[src/sv/scrt_ram.sv]
// Generic single write, single read RAM with registered read data.
module scrt_ram #(
   parameter int WIDTH = 8,
   parameter int DEPTH = 16
) (
   input  logic                     clock,
   input  logic                     we,
   input  logic [$clog2(DEPTH)-1:0] waddr,
   input  logic [WIDTH-1:0]         wdata,
   input  logic [$clog2(DEPTH)-1:0] raddr,
   output logic [WIDTH-1:0]         rdata
);
   logic [WIDTH-1:0] mem [DEPTH];
   logic [WIDTH-1:0] rdata_ff;

   always_ff @(posedge clock) begin
      if (we) begin
         mem[waddr] <= wdata;
      end
      rdata_ff <= mem[raddr];
   end

   assign rdata = rdata_ff;
endmodule

[config.mk]
export PLATFORM = sky130hd
export DESIGN_NAME = scrt_ram
export DESIGN_NICKNAME = d
export VERILOG_FILES = /design/src/sv/scrt_ram.sv
export SDC_FILE = /design/constraint.sdc
export NUM_CORES = 1
export LEC_CHECK = 0
export CELL_PAD_IN_SITES_DETAIL_PLACEMENT = 1
export CELL_PAD_IN_SITES_GLOBAL_PLACEMENT = 1
export CORE_MARGIN = 2
export CORE_UTILIZATION = 40
export DETAILED_ROUTE_END_ITERATION = 12
export DONT_BUFFER_PORTS = 1
export PLACE_DENSITY_LB_ADDON = 0.25
export SYNTH_ARGS = -nofsm -noshare
export SYNTH_HDL_FRONTEND = slang
export SYNTH_SLANG_ARGS = --single-unit
[constraint.sdc]
create_clock -name clock -period 6.35 [get_ports clock]
set_clock_uncertainty 0.2 [all_clocks]
set_input_delay 1.27 -clock clock [delete_from_list [all_inputs] [get_ports clock]]
set_output_delay 1.27 -clock clock [all_outputs]
set_load 0.05 [all_outputs]
==> flow_metrics.py <==
metrics = {
    "floorplan": {
        "dieArea_um2": 13790,
        "die_x_um": 117.4,
        "die_height_um": 117.4,
        "num_rows": 41,
        "core_area_um2": 12570,
        "ioPinCount": 26,
        "initial_core_util_pct": 40.96,
    },
    "sta": {
        "finalHoldViolations": 0,
        "finalCritPeriodShare_pct": 45.74,
        "worstMarginPinSlew_ps": 1255,
        "fin_setup_tns_ps": 0,
        "finalCriticalPeriod_ps": 2904,
        "setup_viol": 0,
        "relSlewSlack_pct": 15.72,
        "rsz0062_at_grt": "false",
        "finalMaxSlewViolations": 0,
        "max_freq_mhz": 344.3,
    },
    "final_layout": {
        "layoutNonFillerInstCount": 425,
        "fin_nets": 259,
        "diodes": 0,
        "syn_to_final_growth_pct": 15.24,
        "drive_gt1_share_pct": 20.16,
    },
    "power": {
        "internal-power_mw": 1.724,
        "combPwrFrac_pct": 2.5,
        "ir_drop_mv": 0.2102,
        "seqPwrFrac_pct": 48.2,
        "pwr-share-clk_pct": 49.2,
        "cellPowerDensity_nw_per_um2": 360.3,
        "power_switching_uw": 413.3,
        "p_leak_nw": 1.908,
        "swShare_pct": 19.34,
        "p_total_mw": 2.137,
    },
    "job": {
        "drv_cap": 0,
    },
    "global_route": {
        "antenna_found_initial": 0,
        "grt_pass1_wl_um": 15380,
        "overflow": 0,
        "grt_max_degree": 33,
        "grt_pass1_vias": 2433,
        "grt_use_total_pct": 16.22,
    },
    "critical_path": {
        "timing.rr.start": "mem[1][0]$_DFFE_PP_",
        "slowest_delay_ps": 970,
        "r2r-end": "rdata[0]$_DFF_P_",
        "path_class": "input pin to flop",
        "cp_top_family": "simple AND/OR/NAND/NOR gates",
        "crit_required_ps": 6190,
        "critPathMaxFanout": 8,
        "cp-start-kind": "input pin",
        "critPathSlowestCell": "nor3_1",
        "rrSetupSlack_ps": 4720,
        "worst_ep_arrival_time_ps": 2740,
        "crit_buf_inv": 0,
        "reg2reg_depth": 3,
        "path_cells": "or3b_2 > nor3_1",
        "crit_path_end_kind": "flop",
    },
    "worst_hold_path": {
        "min_to": "rdata[0]$_DFF_P_",
        "min_path_cells": 3,
        "hold_path.startpoint": "mem[12][0]$_DFFE_PP_",
        "hp-class": "flop to flop",
    },
    "route": {
        "viasPerCell": 5.344,
        "drt_iter0_markers": 95,
        "drc_errors": 0,
        "via_count": 2271,
        "wl_per_cell_um": 24.33,
        "wl_um": 10340,
        "ant_nets": 0,
        "dr.pass1.iters": 4,
    },
    "cts": {
        "cts-resized-gates": 0,
        "root_buffer": "clkbuf_16",
        "postCtsSetupBuffers": 0,
        "clk_latency_ps": 420,
        "cts_made_buffers": 17,
        "cts_tree": "yes",
        "ctsHoldBuffers": 0,
        "cts.sinks": 136,
        "cts_max_level": 4,
        "clock_path_buffers": 2,
        "cts.clk_slew.worst_paths_ps": 60,
    },
    "synth": {
        "ys.warnings.count": 0,
        "syn_area_um2": 5147,
        "ys_seq_elements": 136,
        "avgSynthCellArea_um2": 22.48,
        "syn_inst": 229,
        "netlist-cell-type-count": 19,
        "synth_nets": 247,
        "ys_seq_area_share_pct": 77.78,
    },
    "status": {
        "status": "complete, no violations",
    },
    "placement": {
        "dpl.hpwl_um": 6186,
        "portBuffers": 0,
        "dpl.cell_count": 393,
        "place_congestion": 0.7026,
    },
}
power by group through the flow:
stage / Sequential (mW) / Combinational [mW] / Clock [mW]
finish: 1.03 / 0.0544 / 1.05
global placement: 1.05 / 0.0546 / 0
global route: 1.03 / 0.0587 / 1.10
CTS: 1.03 / 0.0555 / 1.07
detailed placement: 1.05 / 0.0550 / 0
floorplan: 1.05 / 0.0509 / 0
cell usage after synthesis (all sizes together):
library cell | count | area share, %
nor2b | 1 | 0.12
dfxtp | 8 | 3.1
nand2b | 2 | 0.24
mux4 | 32 | 15
buf | 7 | 1.1
nand3 | 1 | 0.097
nor3 | 4 | 0.39
edfxtp | 128 | 75
clkdlybuf4s25 | 3 | 0.58
nand3b | 2 | 0.29
and2b | 1 | 0.15
nand2 | 9 | 0.66
and2 | 1 | 0.12
a22oi | 16 | 2.3
or3b | 1 | 0.17
nor2 | 13 | 0.95
sequential cells by signal, summed over array words and instances (netlist names):
signal / cells
mem: 128
rdata: 8
cell type report:
| class | count | area (um2) |
|---|---|---|
| repair buffers | 3 | 22.52 |
| flip-flops and latches | 136 | 4004 |
| fillers | 1131 | 6636 |
| clock buffers | 18 | 429.2 |
| well taps | 172 | 215.2 |
| clock inverters | 13 | 203.9 |
| multi-input cells | 83 | 1057 |
kinds of logic after synthesis:
group	count (synthesis)	synth area share, %
AO/OA/AOI/OAI	16	2.334
buffers and inverters	10	1.677
flip-flops	136	77.78
multiplexers	32	15.02
AND/OR/NAND/NOR	35	3.184
per-stage QoR:
step / hold WS, ps / worst slack [ps] / utilization [%] / area [um2]
3_3_place_gp: 449.4 / 3129 / 42.10 / 5291
3_5_place_dp: 457.7 / 2985 / 42.10 / 5291
2_1_floorplan: 429.3 / 3387 / - / 5147
6_report: 469.5 / 3446 / 47.20 / 5932
5_1_grt: 494.1 / 3363 / 47.20 / 5932
4_1_cts: 470.8 / 3421 / 47.14 / 5924
per-layer routing:
metal / global-route usage (%) / vias up / share of wire (%)
li1: - / 998 / -
met1: 21.35 / 1189 / 43
met2: 24.49 / 66 / 48
met3: 4.864 / 18 / 5.9
met4: 8.509 / 0 / 2.5
met5: 0 / - / 0
worst max-delay path by stage:
stage	start	to	slack, ps	depth (start not counted)
global route	waddr[2]	mem[0][7]$_DFFE_PP_	3360	2
detailed placement	waddr[2]	mem[0][3]$_DFFE_PP_	2980	2
finish	waddr[2]	mem[0][1]$_DFFE_PP_	3450	2
global placement	waddr[2]	mem[0][0]$_DFFE_PP_	3130	2
floorplan	waddr[2]	mem[0][0]$_DFFE_PP_	3390	2
CTS	waddr[2]	mem[0][7]$_DFFE_PP_	3420	2
worst register-to-register path, cell delays in order, from the launching register on:
cell and delay (ps):
edfxtp_1 370, mux4_1 580, a22oi_1 290, nand2_1 80
cells in the final DEF, fill, tap and decap left out:
cell type | netlist | final
buf_4 | 1 | 2
dfxtp_1 | 8 | 8
nand2_1 | 9 | 9
nand3b_1 | 2 | 2
nor2_1 | 13 | 13
clkbuf_4 | 0 | 1
nor2b_1 | 1 | 1
nor3_1 | 4 | 4
edfxtp_1 | 128 | 128
and2_1 | 1 | 1
bufinv_16 | 0 | 5
or3b_2 | 1 | 1
nand2b_1 | 2 | 2
mux4_1 | 14 | 14
and2b_1 | 1 | 1
clkbuf_16 | 0 | 17
clkinvlp_4 | 0 | 3
clkinv_1 | 0 | 1
a22oi_1 | 16 | 16
nand3_1 | 1 | 1
mux4_2 | 18 | 18
clkinv_4 | 0 | 2
clkinv_2 | 0 | 2
clkbuf_1 | 0 | 1
No activity file was read; power rests on OpenSTA's default activity.
