**config.mk**
```make
export PLATFORM = sky130hd
export DESIGN_NAME = scrt_div
export DESIGN_NICKNAME = d
export VERILOG_FILES = /design/src/sv/scrt_pkg.sv /design/src/sv/scrt_div.sv
export SDC_FILE = /design/constraint.sdc
export NUM_CORES = 1
export LEC_CHECK = 0
export BUFFER_PORTS_ARGS = -buffer_cell sky130_fd_sc_hd__buf_2
export CELL_PAD_IN_SITES_DETAIL_PLACEMENT = 1
export CELL_PAD_IN_SITES_GLOBAL_PLACEMENT = 2
export CORE_ASPECT_RATIO = 1.25
export CORE_MARGIN = 2
export CORE_UTILIZATION = 33
export CTS_BUF_LIST = sky130_fd_sc_hd__clkbuf_16
export DETAILED_ROUTE_END_ITERATION = 16
export PLACE_DENSITY = 0.86
export SYNTH_ARGS = -nofsm -noshare
export SYNTH_HDL_FRONTEND = slang
export SYNTH_SLANG_ARGS = --single-unit
export TNS_END_PERCENT = 20
```
**constraint.sdc**
```tcl
create_clock -name clock -period 3.7 [get_ports clock]
set_clock_uncertainty 0.1 [all_clocks]
set_input_delay 0 -clock clock [delete_from_list [all_inputs] [get_ports clock]]
set_output_delay 0 -clock clock [all_outputs]
set_load 0.005 [all_outputs]
```
**src/sv/scrt_pkg.sv**
```systemverilog
// Shared types and codes for the snapshot chunk remap table.
package scrt_pkg;

   localparam int KindW   = 2;
   localparam int StatusW = 2;
   localparam int DevW    = 16;
   localparam int SecW    = 32;
   localparam int IdxW    = 10;
   localparam int ChunkW  = 16;
   localparam int LimitW  = 11;
   localparam int CsrIdxW = 1;
   localparam int CsrW    = 16;
   localparam int DivW    = 17;

   localparam logic [KindW-1:0] KIND_LOOKUP = 2'd0;
   localparam logic [KindW-1:0] KIND_RECORD = 2'd1;
   localparam logic [KindW-1:0] KIND_LOAD   = 2'd2;

   localparam logic [StatusW-1:0] ST_OK      = 2'd0;
   localparam logic [StatusW-1:0] ST_FULL    = 2'd1;
   localparam logic [StatusW-1:0] ST_DROPPED = 2'd2;

   localparam logic [CsrIdxW-1:0] CSR_CHUNK = 1'd0;
   localparam logic [CsrIdxW-1:0] CSR_LIMIT = 1'd1;

   typedef struct packed {
      logic [SecW-1:0] dividend;
      logic [DivW-1:0] divisor;
   } div_req_type;

   typedef struct packed {
      logic            done;
      logic [SecW-1:0] quot;
      logic [DivW-1:0] rem;
   } div_rsp_type;

endpackage

```
**src/sv/scrt_div.sv**
```systemverilog
// Shared restoring divider, one quotient bit per cycle.
module scrt_div (
   input  logic                      clock,
   input  logic                      reset,
   input  logic                      go,
   input  scrt_pkg::div_req_type     req,
   output scrt_pkg::div_rsp_type     rsp
);
   import scrt_pkg::*;

   localparam int CntW = $clog2(SecW);

   logic [SecW-1:0] quot_ff, quot_in;
   logic [DivW-1:0] rem_ff, rem_in, dvs_ff;
   logic [CntW-1:0] cnt_ff, cnt_in;
   logic            busy_ff, busy_in;
   logic            done_ff, done_in;
   logic [DivW:0]   trial;

   always_comb begin
      quot_in = quot_ff;
      rem_in  = rem_ff;
      cnt_in  = cnt_ff;
      busy_in = busy_ff;
      done_in = 1'b0;
      trial   = {rem_ff, quot_ff[SecW-1]};
      if (go) begin
         quot_in = req.dividend;
         rem_in  = '0;
         cnt_in  = '0;
         busy_in = 1'b1;
      end else if (busy_ff) begin
         if (trial >= {1'b0, dvs_ff}) begin
            rem_in  = DivW'(trial - {1'b0, dvs_ff});
            quot_in = {quot_ff[SecW-2:0], 1'b1};
         end else begin
            rem_in  = trial[DivW-1:0];
            quot_in = {quot_ff[SecW-2:0], 1'b0};
         end
         cnt_in = cnt_ff + 1'b1;
         if (cnt_ff == CntW'(SecW - 1)) begin
            busy_in = 1'b0;
            done_in = 1'b1;
         end
      end
   end

   always_ff @(posedge clock) begin
      if (reset) begin
         busy_ff <= 1'b0;
         done_ff <= 1'b0;
      end else begin
         busy_ff <= busy_in;
         done_ff <= done_in;
      end
      quot_ff <= quot_in;
      rem_ff  <= rem_in;
      cnt_ff  <= cnt_in;
      if (go) begin
         dvs_ff <= req.divisor;
      end
   end

   assign rsp.done = done_ff;
   assign rsp.quot = quot_ff;
   assign rsp.rem  = rem_ff;
endmodule
```
==> reports/qor.txt, run 1 <==
status: complete, no violations
Max-slew headroom: 36.84%
Placed Cells: 603
FP Rows: 44
Vias/cell: 4.993
WP data arrival: 3010 ps
critical path class: flop to flop
final hold vios: 0
Hold Crit Depth: 1
clk_lat worst skew: 340 ps
Util after Layout: 46.06%
Hold-fix buffers, CTS: 50
worst r2r dst: quot_ff[0]$_DFFE_PP_
CTS tree: done
worst reg-to-reg path cell count: 10
TritonCTS Buffers: 9
first-pass GRT wire length: 18,740 um
Hold Startpoint: go
Min-Delay Path Class: input pin to flop
detailed placement HPWL: 7540 um
# nets final: 575
die span in y: 126.0 um
Setup Slack @ Placement: 692.4 ps
Setup Viol. Count Final: 0
Tot GR Track Use: 18.91%
max-capacitance violation count: 0
Final min period: 3028 ps
critical path launch point type: flop
unique cell type count in the Yosys netlist: 51
slack of the critical path: 672.2 ps
Leak: 2.274 nW
Worst EP required: 3680 ps
P per Cell Area: 434.4 nW/um^2
Placed Area: 4561 sq um
Routed Antenna Nets: 0
clk sink count: 73
CTS H-tree depth: 3
Post-Layout Cell Count: 669
Design Area, Final: 5350 sq um
Seq/Total Area, Yosys: 49.65%
ys flop type: edfxtp_1
Max Slew Vio Count: 0
total power: 2.324 mW
Reg-to-Reg Start: quot_ff[31]$_DFFE_PP_
multi-input logic area: 1778 sq um
final global-route overflow total: 0
Least-Margin Pin Slew: 940.3 ps
period utilization: 81.83%
GP Congestion: 0.8322
layout cells sized above 1: 31.30%
core area: 11,620 sq um
share of flip-flops with an asynchronous set or reset: 0%
P&R area growth vs syn: 36.09%
fillers: 1,311
RSZ-0062 raised after global routing: false
DR vias: 3,340
worst-case clock buffer depth: 2
vias in the first global route: 3,619
DRT iter0 DRCs: 163
Max Clk Rate: 0.3303 GHz
count of buffers from port buffering: 101
drt pass-1 iters: 4
Syn Inst Count: 356
Yosys warning count: 0
diode count: 0
IO Count: 102
Clock Tree Root: clkbuf_16
initial antenna violation count: 0
largest net degree at the start of global routing: 35
most numerous cell in the Yosys netlist: edfxtp_1
share of the synthesized area in the top cell type: 37.43%
setup_tns: 0 ps
Post-synth EDFFs: 49
FF/Latch Area: 1952 sq um
WHS: 37.64 ps
wire length per cell: 17.27 um
mapped cell area: 3931 sq um
most frequent cells after synthesis: 49 x edfxtp_1, 32 x mux2_2, 30 x nor2_1
largest fanout on the critical path: 15
die footprint: 12,810 sq um
Post-route DRC: 0
Die X: 101.6 um
synth top area cells: edfxtp_1 37%, dfxtp_1 12%, mux2_2 9.2%, ha_1 6.0%, nor2_1 2.9%
Reg clk slew, reported paths: 60 ps
Post-CTS Resized: 0
Starting Density: 33.84%
Syn Area/Cell: 11.04 sq um
postcts setup bufs: 0
FF+latch count, synth: 73
WL final: 11,550 um
cell taking the most area after synthesis: edfxtp_1
Peak VDD IR: 0.2686 mV
Synth Net Count: 428
CP endpoint kind: flop
Hold Path End: dvs_ff[7]$_DFFE_PP_
FF-to-FF setup slack: 670 ps
-- cell families (layout without fill, tap and decap cells) --
family / after synthesis / after routing / share of synthesized area (%)
multiplexers: 35 / 35 / 9.930
buffers and inverters: 44 / 196 / 5.124
XOR/XNOR: 16 / 16 / 3.564
AO/OA/AOI/OAI: 78 / 78 / 13.59
AND/OR/NAND/NOR: 90 / 90 / 11.59
flip-flops: 73 / 73 / 49.65
adder cells (fa/ha/maj): 20 / 20 / 6.556
-- registers in the layout, indices dropped and copies added, names as in the netlist --
| signal | cells |
|---|---|
| quot_ff | 32 |
| cnt_ff | 5 |
| rem_ff | 17 |
| dvs_ff | 17 |
| busy_ff | 1 |
| done_ff | 1 |
-- layout by cell type (no fill, tap or decap), types with 4 or more instances in the layout --
cell and instances:
dfxtp_1 24, a21oi_1 15, nor3_1 6, xnor2_1 11
nand3_1 11, a31oi_1 4, and3_1 4, buf_2 101
clkbuf_16 9, mux2_2 32, o21ai_0 18, ha_1 19
xor2_1 5, nor2_1 30, buf_4 4, dlygate4sd3_1 50
a311oi_1 11, inv_1 27, nand2b_1 5, o21ai_1 8
o31ai_1 4, nand2_1 17, edfxtp_1 49
-- routing by layer --
layer	vias to the layer above	global-route usage [%]	share of wire, %
met1	1627	22.06	40
met3	25	3.718	3.4
met5	-	0	0
met4	0	7.075	2.6
li1	1614	-	-
met2	74	33.63	54
-- layout make-up --
| type | count | share of cell area, % |
|---|---|---|
| Clock buffer | 9 | 4.210 |
| Clock inverter | 7 | 1.193 |
| Inverter | 25 | 1.754 |
| Multi-Input combinational cell | 239 | 33.23 |
| Sequential cell | 73 | 36.48 |
| Tap cell | 161 | 3.765 |
| Timing Repair Buffer | 155 | 19.36 |
-- power breakdown --
part           leakage (nW)  internal (mW)  switching (mW)  total [mW]
clock                 0.148          0.516           0.348       0.864
combinational          1.44          0.223           0.238       0.462
sequential            0.685          0.952          0.0471       0.999
-- worst max-delay path, stage by stage (launching register included) --
cell and delay, ps:
edfxtp_1 380, inv_1 100, ha_1 170, inv_1 50, fa_1 400, a21o_1 220
a221oi_2 450, o31a_4 220, or4_4 250, nand2_1 130, mux2_2 310
-- worst max-delay path by stage --
stage                          startpoint  depth (start not counted)                    to  slack, ps
finish              quot_ff[31]$_DFFE_PP_                         10  quot_ff[0]$_DFFE_PP_        670
global route        quot_ff[31]$_DFFE_PP_                         10  quot_ff[0]$_DFFE_PP_        480
CTS                 quot_ff[31]$_DFFE_PP_                         10  quot_ff[0]$_DFFE_PP_        690
detailed placement  quot_ff[31]$_DFFE_PP_                         10  quot_ff[0]$_DFFE_PP_        690
global placement    quot_ff[31]$_DFFE_PP_                         10  quot_ff[0]$_DFFE_PP_        800
floorplan           quot_ff[31]$_DFFE_PP_                         11  quot_ff[0]$_DFFE_PP_        990
No activity file was read; power rests on OpenSTA's default activity.
==> run 2, diff against run 1 <==
clock period = 3 ns   (was 3.7 ns; I/O delays follow)
==> reports/qor.txt, run 2 (same netlist as run 1, synthesis figures left out) <==
CP endpoint kind: flop
Max-slew headroom: 62.77% (+26 points)
clk sink count: 73 (unchanged)
critical path launch point type: flop
vias in the first global route: 3,515 (-2.9%)
Peak VDD IR: 0.2776 mV (+3.4%)
Clock Tree Root: clkbuf_16
first-pass GRT wire length: 18,620 um (-0.62%)
met2 Use GR: 32.24% (-1.4 points)
Tot GR Track Use: 18.85% (-0.064 points)
commonest non-fill, non-tap cell in the layout: buf_2
Min-Delay Path Class: input pin to flop
die span in y: 126.0 um (unchanged)
Die X: 101.6 um (unchanged)
diode count: 0 (unchanged)
detailed placement HPWL: 7713 um (+2.3%)
status: complete, no violations
commonest non-fill, non-tap cells in the layout: 101 x buf_2, 50 x dlygate4sd3_1, 49 x edfxtp_1
Routed Antenna Nets: 0 (unchanged)
final global-route overflow total: 0 (unchanged)
worst-case clock buffer depth: 2 (unchanged)
Least-Margin Pin Slew: 557.7 ps (-382.6 ps)
critical path class: flop to flop
CTS H-tree depth: 3 (unchanged)
period utilization: 98.12% (+16 points)
Setup Viol. Count Final: 0 (unchanged)
global routing's busiest layer: met2
Max Slew Vio Count: 0 (unchanged)
grt met3 use: 4.606% (+0.89 points)
largest net degree at the start of global routing: 53 (+51%)
Worst EP required: 3130 ps (-550 ps)
Final min period: 2944 ps (-84.32 ps)
Placed Cells: 608 (+0.83%)
final hold vios: 0 (unchanged)
fillers: 1,284 (-2.1%)
Reg clk slew, reported paths: 60 ps (about the same)
core area: 11,620 sq um (unchanged)
CTS tree: done
flip-flop count of the largest register after layout: 32 (unchanged)
WL final: 11,640 um (+0.74%)
Max Clk Rate: 0.3397 GHz (+2.9%)
WHS: 26.70 ps (-10.94 ps)
clk_lat worst skew: 340 ps (about the same)
WP data arrival: 3070 ps (+60 ps)
slack of the critical path: 56.49 ps (-615.7 ps)
Post-Layout Cell Count: 678 (+1.3%)
Biggest register: quot_ff
Post-route DRC: 0 (unchanged)
RSZ-0062 raised after global routing: true
P&R area growth vs syn: 38.35%
leading registers by flop count: quot_ff (32), dvs_ff (17), rem_ff (17)
DRT iter0 DRCs: 278 (+71%)
initial antenna violation count: 0 (unchanged)
count of buffers from port buffering: 101 (unchanged)
P per Cell Area: 534.2 nW/um^2 (+23%)
Setup Slack @ Placement: 47.31 ps (-645.1 ps)
die footprint: 12,810 sq um (unchanged)
GRT met1 Usage: 22.46% (+0.40 points)
layout cells sized above 1: 33.08% (+1.8 points)
DR vias: 3,391 (+1.5%)
max-capacitance violation count: 0 (unchanged)
wire length per cell: 17.16 um (-0.60%)
Leak: 2.327 nW (+2.3%)
IO Count: 102 (unchanged)
drt pass-1 iters: 4 (unchanged)
# nets final: 584 (+1.6%)
FP Rows: 44 (unchanged)
GP Congestion: 0.8305 (-0.20%)
Vias/cell: 5.001 (+0.18%)
largest fanout on the critical path: 8 (-7)
Starting Density: 33.84% (unchanged)
TritonCTS Buffers: 9 (unchanged)
-- run 2: changes by cell type in the layout (fill, tap and decap cells not counted), sizes merged --
cell	previous run	this run
buf	105	114
clkinv	3	6
clkinvlp	1	0
inv	27	25
-- run 2: final timing paths --
path / start / end / slack, ps / depth (start not counted)
setup / recovery: quot_ff[31]$_DFFE_PP_ / rem_ff[2]$_SDFFE_PP0P_ / 60 / 12
setup reg to reg: quot_ff[31]$_DFFE_PP_ / rem_ff[2]$_SDFFE_PP0P_ / 60 / 12
hold / removal: go / cnt_ff[3]$_SDFFE_PP0P_ / 30 / 2
hold reg to reg: cnt_ff[4]$_SDFFE_PP0P_ / cnt_ff[4]$_SDFFE_PP0P_ / 420 / 2
-- run 2: worst max-delay path, stage by stage (launching register included) --
cell and delay (ps):
edfxtp_1 380, inv_1 100, ha_1 170, inv_1 50
fa_1 400, a21o_1 220, a221oi_2 300, o31a_4 200
nor4_4 50, buf_4 180, buf_4 140, or3_1 310
a32o_1 250
-- run 2: layer usage --
layer / part of all wire (%) / routed length, um / vias up
met2: 53 / 6113 / 67
met4: 2.6 / 308 / 0
met1: 41 / 4759 / 1669
met5: 0 / 0 / -
li1: - / - / 1632
met3: 3.9 / 456 / 23
-- run 2: metrics by stage --
stage / util (%) / setup TNS [ps] / cell area, sq um / total power [mW]
after CTS: 46.55 / 0 / 5408 / 2.915
after global routing: 46.82 / -61.94 / 5439 / 3.035
after floorplan: - / 0 / 3931 / 1.568
final: 46.82 / 0 / 5439 / 2.905
after global placement: 39.69 / 0 / 4611 / 1.758
after detailed placement: 39.69 / 0 / 4611 / 1.774
-- run 2: power by group --
group	total, mW	switching (mW)	internal (mW)
Sequential	1.23	0.0554	1.17
Clock	1.09	0.448	0.644
Combinational	0.585	0.299	0.285
-- run 2: timing repair --
item                                    in CTS  in global routing
endpoints found under the hold margin       51                  0
hold buffers                                50                  0
resized for setup                            0                  1
endpoints found under the setup margin       0                  7
setup buffers                                0                  4
-- run 2: layout make-up --
class	instances	area (sq um)	share of cell area, %
Tap cell	161	201.4	3.704
Clock inverter	7	71.32	1.311
Inverter	25	93.84	1.725
Multi-Input combinational cell	239	1779	32.71
Sequential cell	73	1952	35.89
Clock buffer	9	225.2	4.141
Timing Repair Buffer	164	1116	20.52
==> run 3, diff against run 2 <==
SETUP_SLACK_MARGIN = 0.15   (was unset)
==> reports/qor.txt, run 3 (same netlist as run 1, synthesis figures left out) <==
DR vias: 3,398 (+0.21%)
DRT iter0 DRCs: 212 (-24%)
initial antenna violation count: 0 (unchanged)
CTS tree: done
Worst EP required: 3130 ps (about the same)
Critical Path Start: quot_ff[31]$_DFFE_PP_
die span in y: 126.0 um (unchanged)
die footprint: 12,810 sq um (unchanged)
P per Cell Area: 530.8 nW/um^2 (-0.63%)
sw frac: 27.76% (+0.14 points)
first-pass GRT wire length: 18,640 um (about the same)
Clock Power Share: 37.5% (about the same)
CTS H-tree depth: 3 (unchanged)
clk_lat worst skew: 340 ps (about the same)
# nets final: 588 (+0.68%)
Final min period: 2787 ps (-156.8 ps)
CP max stage delay: 380 ps (-20 ps)
period utilization: 92.89% (-5.2 points)
Setup Viol. Count Final: 0 (unchanged)
core area: 11,620 sq um (unchanged)
diode count: 0 (unchanged)
CP endpoint kind: flop
CP Capture Point: rem_ff[2]$_SDFFE_PP0P_
TritonCTS Buffers: 9 (unchanged)
Tot GR Track Use: 18.88% (+0.034 points)
RSZ-0062 raised after global routing: true
Max Slew Vio Count: 0 (unchanged)
worst reg-to-reg path cell count: 11 (-1)
Post-route DRC: 0 (unchanged)
leading registers by flop count: quot_ff (32), dvs_ff (17), rem_ff (17)
combinational share of power: 20.3% (+0.2 points)
drt pass-1 iters: 6 (+2)
Starting Density: 33.84% (unchanged)
Vias/cell: 4.982 (-0.38%)
largest net degree at the start of global routing: 53 (unchanged)
final global-route overflow total: 0 (unchanged)
setup_tns: 0 ps (unchanged)
Leak: 2.354 nW (+1.1%)
Sequential Power Share: 42.1% (-0.2 points)
Routed Antenna Nets: 0 (unchanged)
status: complete, no violations
vias in the first global route: 3,539 (+0.68%)
Least-Margin Pin Slew: 590.7 ps (+32.98 ps)
Setup Slack @ Placement: 47.31 ps (unchanged)
WL final: 11,730 um (+0.78%)
largest fanout on the critical path: 7 (-1)
internal power: 2.108 mW (+0.23%)
WP data arrival: 2920 ps (-150 ps)
FP Rows: 44 (unchanged)
detailed placement HPWL: 7713 um (unchanged)
critical path class: flop to flop
slack of the critical path: 213.3 ps (+156.8 ps)
max-capacitance violation count: 0 (unchanged)
Min-Delay Path Class: input pin to flop
layout cells sized above 1: 34.17% (+1.1 points)
worst r2r dst: rem_ff[2]$_SDFFE_PP0P_
Biggest register: quot_ff
Max Clk Rate: 0.3589 GHz (+5.6%)
IO Count: 102 (unchanged)
Peak VDD IR: 0.2775 mV (about the same)
Clock Tree Root: clkbuf_16
Die X: 101.6 um (unchanged)
final hold vios: 0 (unchanged)
wire length per cell: 17.20 um (+0.19%)
Reg clk slew, reported paths: 60 ps (about the same)
count of buffers from port buffering: 101 (unchanged)
crit-path cells: inv_1, ha_1, inv_1, fa_2, a21o_1, a221oi_2, o31a_4, nor4_4, buf_4, or3_1, a32o_1
commonest non-fill, non-tap cell in the layout: buf_2
slowest cell on the critical path: edfxtp_1
most frequent CP cell: inv_1
flip-flop count of the largest register after layout: 32 (unchanged)
FF-to-FF setup slack: 210 ps (+160 ps)
commonest non-fill, non-tap cells in the layout: 101 x buf_2, 50 x dlygate4sd3_1, 49 x edfxtp_1
P&R area growth vs syn: 39.82%
Reg-to-Reg Start: quot_ff[31]$_DFFE_PP_
critical path launch point type: flop
GP Congestion: 0.8305 (unchanged)
Net Sw Power: 0.8099 mW (+0.92%)
worst-case clock buffer depth: 2 (unchanged)
clk sink count: 73 (unchanged)
Max-slew headroom: 60.57% (-2.2 points)
-- run 3: cell count changes in the layout (fill, tap and decap cells not counted), sizes merged --
cell	delta
buf	+4
-- run 3: area by class of cell --
type | instances | area, sq um
fillers | 1277 | 6120
flip-flops and latches | 73 | 1952
multi-input cells | 239 | 1794
repair buffers | 168 | 1159
clock buffers | 9 | 225.2
well taps | 161 | 201.4
inverters | 25 | 93.84
clock inverters | 7 | 71.32
-- run 3: worst max-delay path, delay by kind of cell (launching register included) --
family | cells | cell delay (ps)
simple gates | 2 | 360
flops | 1 | 380
compound gates | 4 | 980
buf+inv | 3 | 330
fa+ha+maj | 2 | 530
-- run 3: metal layers --
| layer | wire (um) | global-route usage, % | share of wire [%] | vias to the layer above |
|---|---|---|---|---|
| met1 | 4750 | 22.32 | 41 | 1665 |
| met2 | 6185 | 32.51 | 53 | 69 |
| met3 | 488 | 4.606 | 4.2 | 23 |
| met5 | 0 | 0 | 0 | - |
| met4 | 303 | 7.313 | 2.6 | 0 |
| li1 | - | - | - | 1641 |
-- run 3: worst min-delay path by stage --
stage / cells past startpoint / from / end
after global routing: 2 / go / cnt_ff[0]$_SDFFE_PP0P_
after CTS: 2 / go / cnt_ff[3]$_SDFFE_PP0P_
after detailed placement: 1 / req[3] / dvs_ff[3]$_DFFE_PP_
after floorplan: 1 / reset / busy_ff$_SDFF_PP0_
after global placement: 1 / req[13] / dvs_ff[13]$_DFFE_PP_
final: 2 / go / cnt_ff[3]$_SDFFE_PP0P_
-- run 3: power groups by stage --
| stage | Combinational [mW] | Sequential (mW) | Clock [mW] |
|---|---|---|---|
| floorplan | 0.327 | 1.24 | 0 |
| global placement | 0.514 | 1.24 | 0 |
| detailed placement | 0.526 | 1.25 | 0 |
| CTS | 0.581 | 1.23 | 1.11 |
| global route | 0.655 | 1.24 | 1.15 |
| finish | 0.593 | 1.23 | 1.09 |
-- run 3: through the flow --
| stage | utilization [%] | power, mW | hold WS, ps | cells | cell area (sq um) |
|---|---|---|---|---|---|
| floorplan | - | 1.568 | -27.62 | 356 | 3931 |
| global placement | 39.69 | 1.758 | 75.89 | 608 | 4611 |
| detailed placement | 39.69 | 1.774 | 78.69 | 608 | 4611 |
| CTS | 46.81 | 2.916 | 28.34 | 678 | 5438 |
| global route | 47.32 | 3.045 | 69.12 | 682 | 5497 |
| finish | 47.32 | 2.918 | 31.68 | 682 | 5497 |
-- run 3: what timing repair did --
item	CTS	global route
setup endpoints to repair	5	13
gates cloned	0	0
buffers inserted	4	4
hold buffers	50	0
pin swaps	1	3
resized for setup	0	4
hold endpoints to repair	51	0
